[src/rtl/ppjs_pkg.sv]
`timescale 1ns / 1ps
// ----------------------------------------------------------------------------
// ppjs_pkg: shared types and constants of the priority job scheduler
// Slot count, field widths, request and status codes, and the command
// bundle that the controller sends to the datapath.
// ----------------------------------------------------------------------------
package ppjs_pkg;

  // Table size and derived index width
  localparam int JOB_SLOTS = 16;
  localparam int SLOT_W    = (JOB_SLOTS > 1) ? $clog2(JOB_SLOTS) : 1;

  // Field widths
  localparam int ID_W   = 16;
  localparam int PRIO_W = 8;
  localparam int WORK_W = 16;
  localparam int STAT_W = 2;

  // Request codes
  localparam logic REQ_ARRIVAL = 1'b0;
  localparam logic REQ_TICK    = 1'b1;

  // Result status codes
  localparam logic [STAT_W-1:0] ST_OK   = 2'd0;
  localparam logic [STAT_W-1:0] ST_IDLE = 2'd1;
  localparam logic [STAT_W-1:0] ST_DUP  = 2'd2;
  localparam logic [STAT_W-1:0] ST_FULL = 2'd3;

  // Controller to datapath commands
  typedef struct packed {
    logic              load;    // capture the accepted item
    logic              scan;    // examine one table slot
    logic              first;   // this scan step is the first slot
    logic              commit;  // update the table and load the result
    logic [SLOT_W-1:0] idx;     // slot under examination
  } ppjs_cmd_t;

endpackage

[src/rtl/ppjs_if.sv]
`timescale 1ns / 1ps
// ----------------------------------------------------------------------------
// ppjs_if: request and result channels of the priority job scheduler
// Valid/ready channels; an item moves when valid and ready are both high.
// ----------------------------------------------------------------------------
interface ppjs_req_if;
  logic                      valid;
  logic                      ready;
  logic                      req_type;
  logic [ppjs_pkg::ID_W-1:0]   job_id;
  logic [ppjs_pkg::PRIO_W-1:0] job_priority;
  logic [ppjs_pkg::WORK_W-1:0] work_units;

  modport source (output valid, req_type, job_id, job_priority, work_units,
                  input ready);
  modport sink   (input valid, req_type, job_id, job_priority, work_units,
                  output ready);
endinterface

interface ppjs_rsp_if;
  logic                      valid;
  logic                      ready;
  logic [ppjs_pkg::ID_W-1:0]   run_id;
  logic [ppjs_pkg::STAT_W-1:0] status;
  logic                      job_done;

  modport source (output valid, run_id, status, job_done, input ready);
  modport sink   (input valid, run_id, status, job_done, output ready);
endinterface

[src/rtl/ppjs_ctrl.sv]
`timescale 1ns / 1ps
// ----------------------------------------------------------------------------
// ppjs_ctrl: sequencer of the priority job scheduler
// Accepts one item, steps the slot index over the table, then commits the
// update and loads the result register once it is free.
// ----------------------------------------------------------------------------
module ppjs_ctrl (
  input  logic                 clk,
  input  logic                 rst,
  input  logic                 in_valid,
  output logic                 in_ready,
  output logic                 out_valid,
  input  logic                 out_ready,
  output ppjs_pkg::ppjs_cmd_t  cmd
);
  import ppjs_pkg::*;

  localparam logic [1:0] S_IDLE = 2'd0;
  localparam logic [1:0] S_SCAN = 2'd1;
  localparam logic [1:0] S_DONE = 2'd2;

  localparam logic [SLOT_W-1:0] LAST_IDX = SLOT_W'(JOB_SLOTS - 1);

  logic [1:0]        state;
  logic [1:0]        state_next;
  logic [SLOT_W-1:0] idx;
  logic [SLOT_W-1:0] idx_next;
  logic              accept;
  logic              commit;

  assign in_ready = (state == S_IDLE);
  assign accept   = in_valid && in_ready;
  assign commit   = (state == S_DONE) && (!out_valid || out_ready);

  // Next state and slot index
  always_comb begin
    state_next = state;
    idx_next   = idx;
    case (state)
      S_IDLE: begin
        if (accept) begin
          state_next = S_SCAN;
          idx_next   = '0;
        end
      end
      S_SCAN: begin
        idx_next = idx + SLOT_W'(1);
        if (idx == LAST_IDX) begin
          state_next = S_DONE;
        end
      end
      S_DONE: begin
        if (commit) begin
          state_next = S_IDLE;
        end
      end
      default: begin
        state_next = S_IDLE;
      end
    endcase
  end

  // State, index and result valid
  always_ff @(posedge clk) begin
    if (rst) begin
      state     <= S_IDLE;
      idx       <= '0;
      out_valid <= 1'b0;
    end else begin
      state <= state_next;
      idx   <= idx_next;
      if (commit) begin
        out_valid <= 1'b1;
      end else if (out_ready) begin
        out_valid <= 1'b0;
      end
    end
  end

  // Drive datapath commands
  always_comb begin
    cmd.load   = accept;
    cmd.scan   = (state == S_SCAN);
    cmd.first  = (idx == '0);
    cmd.commit = commit;
    cmd.idx    = idx;
  end

endmodule

[src/rtl/ppjs_dp.sv]
`timescale 1ns / 1ps
// ----------------------------------------------------------------------------
// ppjs_dp: job table and scan datapath of the priority job scheduler
// Holds the slot table, accumulates the duplicate, free-slot and best-job
// search one slot per scan step, and forms the result on commit.
// ----------------------------------------------------------------------------
module ppjs_dp (
  input  logic                         clk,
  input  logic                         rst,
  input  ppjs_pkg::ppjs_cmd_t          cmd,
  input  logic                         in_req_type,
  input  logic [ppjs_pkg::ID_W-1:0]    in_job_id,
  input  logic [ppjs_pkg::PRIO_W-1:0]  in_job_priority,
  input  logic [ppjs_pkg::WORK_W-1:0]  in_work_units,
  output logic [ppjs_pkg::ID_W-1:0]    run_id,
  output logic [ppjs_pkg::STAT_W-1:0]  status,
  output logic                         job_done
);
  import ppjs_pkg::*;

  // Job table
  logic [JOB_SLOTS-1:0] slot_valid;
  logic [ID_W-1:0]      slot_id        [JOB_SLOTS];
  logic [PRIO_W-1:0]    slot_priority  [JOB_SLOTS];
  logic [WORK_W-1:0]    slot_remaining [JOB_SLOTS];

  // Captured item
  logic              req_type;
  logic [ID_W-1:0]   req_id;
  logic [PRIO_W-1:0] req_prio;
  logic [WORK_W-1:0] req_work;

  // Search state
  logic              dup;
  logic              free_found;
  logic [SLOT_W-1:0] free_idx;
  logic              best_found;
  logic [SLOT_W-1:0] best_idx;
  logic [PRIO_W-1:0] best_prio;
  logic [ID_W-1:0]   best_id;
  logic [WORK_W-1:0] best_rem;

  logic              dup_next;
  logic              free_found_next;
  logic [SLOT_W-1:0] free_idx_next;
  logic              best_found_next;
  logic [SLOT_W-1:0] best_idx_next;
  logic [PRIO_W-1:0] best_prio_next;
  logic [ID_W-1:0]   best_id_next;
  logic [WORK_W-1:0] best_rem_next;

  logic              cur_valid;
  logic [PRIO_W-1:0] cur_prio;

  logic              store_job;
  logic              finish_job;
  logic              dec_job;

  assign cur_valid = slot_valid[cmd.idx];
  assign cur_prio  = slot_priority[cmd.idx];

  // Fold one slot into the search
  always_comb begin
    dup_next        = cmd.first ? 1'b0 : dup;
    free_found_next = cmd.first ? 1'b0 : free_found;
    free_idx_next   = free_idx;
    best_found_next = cmd.first ? 1'b0 : best_found;
    best_idx_next   = best_idx;
    best_prio_next  = best_prio;
    best_id_next    = best_id;
    best_rem_next   = best_rem;
    if (req_type == REQ_ARRIVAL) begin
      if (cur_valid && (cur_prio == req_prio)) begin
        dup_next = 1'b1;
      end
      if (!cur_valid && !free_found_next) begin
        free_found_next = 1'b1;
        free_idx_next   = cmd.idx;
      end
    end else begin
      if (cur_valid && (!best_found_next || (cur_prio > best_prio))) begin
        best_found_next = 1'b1;
        best_idx_next   = cmd.idx;
        best_prio_next  = cur_prio;
        best_id_next    = slot_id[cmd.idx];
        best_rem_next   = slot_remaining[cmd.idx];
      end
    end
  end

  // Capture item and advance search
  always_ff @(posedge clk) begin
    if (cmd.load) begin
      req_type <= in_req_type;
      req_id   <= in_job_id;
      req_prio <= in_job_priority;
      req_work <= in_work_units;
    end
    if (cmd.scan) begin
      dup        <= dup_next;
      free_found <= free_found_next;
      free_idx   <= free_idx_next;
      best_found <= best_found_next;
      best_idx   <= best_idx_next;
      best_prio  <= best_prio_next;
      best_id    <= best_id_next;
      best_rem   <= best_rem_next;
    end
  end

  // Table update decisions
  assign store_job  = cmd.commit && (req_type == REQ_ARRIVAL) && !dup && free_found
                      && (req_work != '0);
  assign finish_job = cmd.commit && (req_type == REQ_TICK) && best_found
                      && (best_rem <= WORK_W'(1));
  assign dec_job    = cmd.commit && (req_type == REQ_TICK) && best_found
                      && (best_rem > WORK_W'(1));

  // Valid bits
  always_ff @(posedge clk) begin
    if (rst) begin
      slot_valid <= '0;
    end else if (store_job) begin
      slot_valid[free_idx] <= 1'b1;
    end else if (finish_job) begin
      slot_valid[best_idx] <= 1'b0;
    end
  end

  // Slot payload
  always_ff @(posedge clk) begin
    if (store_job) begin
      slot_id[free_idx]        <= req_id;
      slot_priority[free_idx]  <= req_prio;
      slot_remaining[free_idx] <= req_work;
    end else if (dec_job) begin
      slot_remaining[best_idx] <= best_rem - WORK_W'(1);
    end
  end

  // Result register
  always_ff @(posedge clk) begin
    if (cmd.commit) begin
      if (req_type == REQ_ARRIVAL) begin
        run_id   <= '0;
        job_done <= 1'b0;
        if (dup) begin
          status <= ST_DUP;
        end else if (!free_found) begin
          status <= ST_FULL;
        end else begin
          status <= ST_OK;
        end
      end else if (!best_found) begin
        run_id   <= '0;
        status   <= ST_IDLE;
        job_done <= 1'b0;
      end else begin
        run_id   <= best_id;
        status   <= ST_OK;
        job_done <= (best_rem <= WORK_W'(1));
      end
    end
  end

endmodule

[src/rtl/preemptive_priority_job_scheduler_top.sv]
`timescale 1ns / 1ps
// ----------------------------------------------------------------------------
// preemptive_priority_job_scheduler_top: preemptive priority job scheduler
// Arrivals store jobs in a slot table; ticks serve the highest-priority job
// one work unit and remove it when its work is used up.
// ----------------------------------------------------------------------------
//  channel  dir  fields                                        handshake
//  req      in   req_type, job_id, job_priority, work_units   valid/ready
//  rsp      out  run_id, status, job_done                      valid/ready
//
//  Each item is accepted, then scanned over every table slot (a single slot
//  is read per cycle), then committed.
//  A new item is taken once the previous one has committed; its result may
//  still wait in the output register meanwhile.
//  A stalled output holds commit of the next item until the register frees.
//  Reset (rst, synchronous) empties the table at once; no clearing pass.
// ----------------------------------------------------------------------------
module preemptive_priority_job_scheduler_top (
  input  logic       clk,
  input  logic       rst,
  ppjs_req_if.sink   req,
  ppjs_rsp_if.source rsp
);
  import ppjs_pkg::*;

  ppjs_cmd_t cmd;

  ppjs_ctrl u_ctrl (
    .clk       (clk),
    .rst       (rst),
    .in_valid  (req.valid),
    .in_ready  (req.ready),
    .out_valid (rsp.valid),
    .out_ready (rsp.ready),
    .cmd       (cmd)
  );

  ppjs_dp u_dp (
    .clk             (clk),
    .rst             (rst),
    .cmd             (cmd),
    .in_req_type     (req.req_type),
    .in_job_id       (req.job_id),
    .in_job_priority (req.job_priority),
    .in_work_units   (req.work_units),
    .run_id          (rsp.run_id),
    .status          (rsp.status),
    .job_done        (rsp.job_done)
  );

  // Commit only into a free or draining result register
  a_commit_free: assert property (@(posedge clk) disable iff (rst)
    cmd.commit |-> (!rsp.valid || rsp.ready))
    else $error("commit while result register still held");

  // No second item while one is in flight
  a_busy_after_accept: assert property (@(posedge clk) disable iff (rst)
    (req.valid && req.ready) |=> !req.ready)
    else $error("item accepted while scheduler busy");

  // Idle, duplicate and full results carry no job
  a_no_job_unless_ok: assert property (@(posedge clk) disable iff (rst)
    (rsp.valid && (rsp.status != ST_OK)) |-> (rsp.run_id == '0 && !rsp.job_done))
    else $error("job reported with non-ok status");

  // An accepted item is followed by a scan that starts at slot zero
  a_load_then_scan: assert property (@(posedge clk) disable iff (rst)
    cmd.load |=> (cmd.scan && cmd.first))
    else $error("scan did not start at slot zero after accept");

endmodule

[src/flat_wrapper.sv]
// flat-port wrapper written by rule: the top's interface ports become plain ports
module preemptive_priority_job_scheduler_top_flat import ppjs_pkg::*;
  (clk, rst, req_valid, req_req_type, req_job_id, req_job_priority, req_work_units, req_ready, rsp_valid, rsp_run_id, rsp_status, rsp_job_done, rsp_ready);
  ppjs_req_if req_i ();
  ppjs_rsp_if rsp_i ();
  input  logic clk;
  input  logic rst;
  input wire logic [$bits(req_i.valid)-1:0] req_valid;
  input wire logic [$bits(req_i.req_type)-1:0] req_req_type;
  input wire logic [$bits(req_i.job_id)-1:0] req_job_id;
  input wire logic [$bits(req_i.job_priority)-1:0] req_job_priority;
  input wire logic [$bits(req_i.work_units)-1:0] req_work_units;
  output wire logic [$bits(req_i.ready)-1:0] req_ready;
  output wire logic [$bits(rsp_i.valid)-1:0] rsp_valid;
  output wire logic [$bits(rsp_i.run_id)-1:0] rsp_run_id;
  output wire logic [$bits(rsp_i.status)-1:0] rsp_status;
  output wire logic [$bits(rsp_i.job_done)-1:0] rsp_job_done;
  input wire logic [$bits(rsp_i.ready)-1:0] rsp_ready;
  assign req_i.valid = req_valid;
  assign req_i.req_type = req_req_type;
  assign req_i.job_id = req_job_id;
  assign req_i.job_priority = req_job_priority;
  assign req_i.work_units = req_work_units;
  assign req_ready = req_i.ready;
  assign rsp_valid = rsp_i.valid;
  assign rsp_run_id = rsp_i.run_id;
  assign rsp_status = rsp_i.status;
  assign rsp_job_done = rsp_i.job_done;
  assign rsp_i.ready = rsp_ready;
  preemptive_priority_job_scheduler_top u_core (.clk(clk), .rst(rst), .req(req_i), .rsp(rsp_i));
endmodule
[config.mk]
export PLATFORM = sky130hd
export DESIGN_NAME = preemptive_priority_job_scheduler_top_flat
export DESIGN_NICKNAME = d
export VERILOG_FILES = /design/src/rtl/ppjs_pkg.sv /design/src/rtl/ppjs_if.sv /design/src/rtl/ppjs_ctrl.sv /design/src/rtl/ppjs_dp.sv /design/src/rtl/preemptive_priority_job_scheduler_top.sv /design/src/flat_wrapper.sv
export SDC_FILE = /design/constraint.sdc
export NUM_CORES = 1
export LEC_CHECK = 0
export BUFFER_PORTS_ARGS = -buffer_cell sky130_fd_sc_hd__buf_4
export CAP_MARGIN = 10
export CELL_PAD_IN_SITES_DETAIL_PLACEMENT = 0
export CELL_PAD_IN_SITES_GLOBAL_PLACEMENT = 1
export CORE_UTILIZATION = 55
export DETAILED_ROUTE_END_ITERATION = 8
export PLACE_DENSITY_LB_ADDON = 0.1
export SLEW_MARGIN = 5
export SYNTH_ARGS = -nofsm -noshare
export SYNTH_HDL_FRONTEND = slang
export SYNTH_HIERARCHICAL = 1
export SYNTH_SLANG_ARGS = --single-unit
[constraint.sdc]
create_clock -name clk -period 14.5 [get_ports clk]
set_input_delay 1.45 -clock clk [delete_from_list [all_inputs] [get_ports clk]]
set_output_delay 1.45 -clock clk [all_outputs]
set_load 0.05 [all_outputs]
# Word level (Yosys, flattened, before mapping)
# Memories as Yosys holds them, arrays and structs flattened. A register that Yosys moved wholly into a read port is not among the register bits.
# Index checks and enable logic that the tools add are counted.
[totals]
memories = 3
elab_cells = 114
output_inout_bits = 21
ff_bits = 102
input_bits = 45
ram_bits = 640
[mem_list]
columns = ["name", "words", "width", "rd", "rd_ports_with_merged_regs", "write_ports", "line", "rtl"]
rows = [
  ["u_core.u_dp.slot_id", 16, 16, 1, 1, 1, "ppjs_dp.sv:23", "logic [ID_W-1:0] slot_id [JOB_SLOTS];"],
  ["u_core.u_dp.slot_remaining", 16, 16, 1, 1, 1, "ppjs_dp.sv:25", "logic [WORK_W-1:0] slot_remaining [JOB_SLOTS];"],
  ["u_core.u_dp.slot_priority", 16, 8, 1, 1, 1, "ppjs_dp.sv:24", "logic [PRIO_W-1:0] slot_priority [JOB_SLOTS];"],
]
[op_classes]
mux = 39
eq_ne = 7
addsub = 2
magnitude_cmp = 8
n_reduce_logical = 34
n_bitwise = 4
[op_table]
columns = ["op", "count"]
rows = [
  ["$mux W16", 3],
  ["$mux W1", 21],
  ["$and A16 B16 Y16", 1],
  ["$gt A16 B1 Y1 const B", 1],
  ["$le A16 B1 Y1 const B", 1],
  ["$mux W4", 4],
  ["$not A16 Y16", 1],
  ["$or A16 B16 Y16", 1],
  ["$reduce_bool A16 Y1", 1],
  ["$reduce_or A16 Y1", 1],
  ["$sub A16 B1 Y16 const B", 1],
  ["$logic_and A1 B1 Y1", 15],
  ["$lt A4 B5 Y1 const B", 3],
  ["$mux W2", 6],
  ["$reduce_and A3 Y1", 3],
  ["$demux W1 S4", 2],
  ["$eq A8 B8 Y1", 1],
  ["$ge A4 B1 Y1 const B", 2],
  ["$gt A8 B8 Y1", 1],
  ["$pmux W4 S2", 1],
  ["$pmux W2 S3", 1],
  ["$reduce_bool A2 Y1", 3],
  ["$logic_not A1 Y1", 5],
  ["$add A4 B1 Y4 const B", 1],
  ["other kinds (11)", 14],
]

# Longest topological paths before layout
[logic_depth]
word_depth = 11
mapped_depth = 14
depth_no_buf = 11

# Cells and area by module
# Netlist, hierarchy kept.
[modules_own_cells]
columns = ["mod", "instances", "cells_per_inst", "area_per_inst_um2", "seq_area_each_um2"]
rows = [
  ["ppjs_dp", 1, 1381, 29738.5, 22871.9],
  ["ppjs_ctrl", 1, 40, 352.8, 140.1],
]

# Least setup slack after synthesis
# OpenSTA, ideal clock, no wires.
[synth_timing]
kind = "register -> register"
from = "register u_core.u_ctrl.idx[0]"
to = "register u_core.u_dp.best_id[0], read port of u_core.u_dp.slot_id (enable)"
setup_slack_ns = 9.360
synth_period_minus_slack_ns = 5.140
setup_ns = 0.472
path_buffers = 2
required_ns = 14.028
stages_incl_launch_ff = 12
arrival_ns = 4.668
cell_sequence = "dfxtp_1 buf_6 buf_2 mux4_2 nor2b_1 a211oi_1 a21oi_1 ha_1 nand4_1 a21oi_1 o22ai_1 a31oi_1"
[synth_between]
elab_chain_cells = 6
elab_cells_between_ends = 8
cone_classes = "mux: 3; reduce/logical: 5"
[synth_rtl]
columns = ["item", "line", "rtl"]
rows = [
  ["start, declared", "ppjs_ctrl.sv:26", "logic [SLOT_W-1:0] idx;"],
  ["start signal, assigned", "ppjs_ctrl.sv:71", "idx <= idx_next;"],
  ["parallel branches: the longest is 6 deep, another holds $bmux W1 S4", "-", ""],
  ["end, declared", "ppjs_dp.sv:40", "logic [ID_W-1:0] best_id;"],
]
# Parallel ways; which one is timed is not known. The select of a mux whose other input is x is not followed.
# A chain may end at the register's enable or synchronous reset.

# Worst setup path after layout
[layout_timing]
from = "register u_core.u_ctrl.idx[0]"
to = "register u_core.u_dp.best_rem[2], read port of u_core.u_dp.slot_remaining (enable)"
[layout_between]
elab_chain_cells = 6
elab_cells_between_ends = 8
cone_classes = "mux: 3; reduce/logical: 5"
[layout_rtl]
columns = ["item", "line", "rtl"]
rows = [
  ["parallel branches: the longest is 6 deep, another holds $bmux W1 S4", "-", ""],
  ["end, declared", "ppjs_dp.sv:41", "logic [WORK_W-1:0] best_rem;"],
]
# Parallel ways; which one is timed is not known. The select of a mux whose other input is x is not followed.

==> impl_metrics.tcl <==
set metrics [dict create \
    tns_ps 0 \
    die-area_mm2 0.0557 \
    drtAntennaViolNets 0 \
    hold_viol 0 \
    synthSimpleGateAreaFrac_pct 3.14 \
    syn_inst 1421 \
    ys_warn_count 6 \
    post_cts_buffers 0 \
    drc 0 \
    wl_per_cell_um 29.0 \
    cts-root-buf "clkbuf_16" \
    synth-seq-cells 774 \
    syn_area_mm2 0.0301 \
    dr.pass1.iters 5 \
    dr_wl_met3_um 5760 \
    post_cts_resize_count 0 \
    finish.net_count 1589 \
    drt-total-wl_um 66400 \
    syn_nets 1478 \
    synth-adder-area-share_pct 0.499 \
    synth_xor_xnor_area_share_pct 0.669 \
    core_mm2 0.0539 \
    worstSetupStartpoint "u_core/u_ctrl/idx[0]" \
    die_h_um 236 \
    crit_path_end_kind "flop" \
    r2r_end "u_core/u_dp/best_rem[2]" \
    place_ws_ps 9340 \
    port_buffers 65 \
    areaGrowthSynthToFinish_pct 13.0 \
    cts_max_level 3 \
    rsz0062_at_grt "false" \
    syn_avg_cell_area_um2 21.2 \
    layout.cells.non_filler 2290 \
    drive_above_1_share_pct 27.9 \
    clock_path_buffers 3 \
    synth_top_area_share_pct 74.9 \
    crit_fanout 116 \
    setup.worst_path.start_class "flop" \
    yosysTopAreaCell "edfxtp_1" \
    grt_start_max_net_pins 117 \
    setup_viol 0 \
    dr_wl_met2_um 29000 \
    slew_headroom_pct 20.1 \
    die_w_um 236 \
    clock_latency_ps 630 \
    fillers 3672 \
    worstSetupEndpoint "u_core/u_dp/best_rem[2]" \
    layout_min_cycle_time_ps 5040 \
    cellPowerDensity_mw_per_mm2 134 \
    total_leakage_power_nw 10.6 \
    max_freq_mhz 198 \
    final_area_mm2 0.0340 \
    peakVddDrop_uv 104 \
    rows 85 \
    place.gp.congestion 0.840 \
    antenna_found_initial 2 \
    synth_top_family_by_area "multiplexers" \
    clock_skew_ps 30.1 \
    viasPerCell 6.34 \
    dp_hpwl_um 38000 \
    synthFlopType "edfxtp_1" \
    reg2reg_from "u_core/u_ctrl/idx[0]" \
    holdBufCountCts 0 \
    dpl.cell_count 2144 \
    yosysSeqAreaShare_pct 76.5 \
    grt_use_total_pct 24.5 \
    maxSlewViolCount 0 \
    cts.clk_slew.worst_paths_ps 60 \
    yosysUniqueCellTypes 58 \
    tightest_slew_ps 1200 \
    fin_util_pct 63.1 \
    status "completed" \
    numClockSinks 774 \
    grt_pass1_wl_um 97100 \
    worst-setup-path-type "flop to flop" \
    synth_compound_area_share_pct 2.46 \
    topRoutingLayerUsed "met5" \
    vias 14500 \
    synthArstFlopShare_pct 0 \
    max_cap_viol_count 0 \
    synth-edff-count 751 \
    met1_length_um 30500 \
    synth_mux_area_share_pct 15.3 \
    cts_tree "done" \
    synth.area.top_cells "edfxtp_1 75%, mux4_2 14%, dfxtp_1 1.5%" \
    required_ps 14740 \
    rrSetupSlack_ps 9460 \
    grt_pass1_vias 14400 \
    critPathArrivalTime_ps 5270 \
    hp-class "flop to flop" \
    fin_ws_ps 9460 \
    numCtsBuffers 79 \
    place_area_mm2 0.0315 \
    start_util_pct 55.8 \
    r2r_cells 12 \
    dr.first_iter.drc_count 1706 \
    io_pins 66 \
    period_share_pct 34.7 \
    grt-ovfl-total 0 \
]
[worst max-delay path, cell delays in order (launching register included)]
cell,delay (ps)
dfxtp_4,450
buf_4,680
buf_12,750
mux4_2,620
nor2b_1,150
a211oi_1,250
a21oi_1,90
ha_1,350
nand4_1,120
a21oi_1,130
o22ai_1,130
a31oi_4,180
buf_4,570
[synthesized netlist by cell type, types with 10 or more instances]
library cell	number
xor2_1	10
mux4_2	189
mux2i_1	32
nor3_1	14
a31oi_1	10
and3_1	18
nand2_1	21
buf_2	16
edfxtp_1	751
nand2b_1	11
a22oi_1	11
inv_1	33
clkbuf_1	30
dfxtp_1	23
a211oi_1	16
ha_1	12
a21oi_1	34
nor2b_1	15
nor2_1	60
xnor2_1	13
[layout by cell type (no fill, tap or decap), types with 11 or more instances in the layout]
cell type / netlist / final
ha_1: 12 / 12
nor2b_1: 15 / 14
nor2_1: 60 / 35
xnor2_1: 13 / 13
edfxtp_1: 751 / 751
mux2i_1: 32 / 32
clkinv_1: 1 / 20
dfxtp_1: 23 / 20
nand2b_1: 11 / 11
mux4_2: 189 / 189
nor2_2: 0 / 16
a21oi_1: 34 / 26
and3_1: 18 / 18
a211oi_1: 16 / 16
clkinv_2: 0 / 13
a22oi_1: 11 / 11
inv_1: 33 / 33
buf_4: 6 / 92
clkbuf_1: 30 / 18
clkbuf_16: 0 / 81
nand2_1: 21 / 21
nor3_1: 14 / 11
[registers in the layout, indices dropped and copies added, names as in the netlist, 8 cells and up]
register and cells:
u_core/u_dp/slot_priority 128, u_core/u_dp/req_prio 8, u_core/u_dp/slot_id 256, u_core/u_dp/best_rem 16, u_core/u_dp/req_id 16, u_core/u_dp/best_prio 8, u_core/u_dp/slot_valid 16, u_core/u_dp/best_id 16
u_core/u_dp/slot_remaining 256, u_core/u_dp/req_work 16, u_core/u_dp/run_id 16
[metrics by stage]
stage / hold slack [ps] / power [mW]
floorplan: 444 / 2.62
global placement: 457 / 2.67
detailed placement: 465 / 2.67
CTS: 472 / 4.58
global route: 503 / 4.67
finish: 471 / 4.55
[power by group]
group / leakage, nW / switching [mW] / total [mW] / internal, mW
Sequential: 6.96 / 0.0232 / 2.48 / 2.46
Clock: 1.19 / 0.833 / 1.92 / 1.09
Combinational: 2.43 / 0.0765 / 0.143 / 0.0660
[worst min path at each step]
stage,from,end,cells past startpoint
final,u_core/u_dp/slot_valid[14],u_core/u_dp/slot_valid[14],2
after global routing,u_core/u_dp/slot_valid[15],u_core/u_dp/slot_valid[15],2
after CTS,u_core/u_dp/slot_valid[14],u_core/u_dp/slot_valid[14],2
after floorplan,u_core/u_dp/slot_valid[15],u_core/u_dp/slot_valid[15],2
after detailed placement,u_core/u_dp/slot_valid[14],u_core/u_dp/slot_valid[14],2
after global placement,u_core/u_dp/slot_valid[12],u_core/u_dp/slot_valid[12],2
[kinds of logic (layout without fill, tap and decap cells)]
group | Yosys count | count (layout)
flip-flops | 774 | 774
multiplexers | 223 | 223
AND/OR/NAND/NOR | 182 | 182
AO/OA/AOI/OAI | 109 | 109
buffers and inverters | 98 | 270
XOR/XNOR | 23 | 23
adder cells (fa/ha/maj) | 12 | 12
other | 0 | 1
[layer usage]
layer / vias up / track usage [%]
met5: - / 0
met4: 2 / 6.00
met3: 88 / 6.38
met2: 578 / 34.1
met1: 7717 / 39.0
li1: 6144 / -
[area by class of cell]
class / count / area (um2) / area share, %
Inverter: 35 / 131 / 0.386
Tap cell: 696 / 871 / 2.56
Multi-Input combinational cell: 549 / 6830 / 20.1
Clock inverter: 42 / 337 / 0.990
Timing Repair Buffer: 93 / 711 / 2.09
Sequential cell: 774 / 23000 / 67.7
Clock buffer: 100 / 2110 / 6.20
Antenna cell: 1 / 2.50 / 0.00736
No activity file was read; power rests on OpenSTA's default activity.
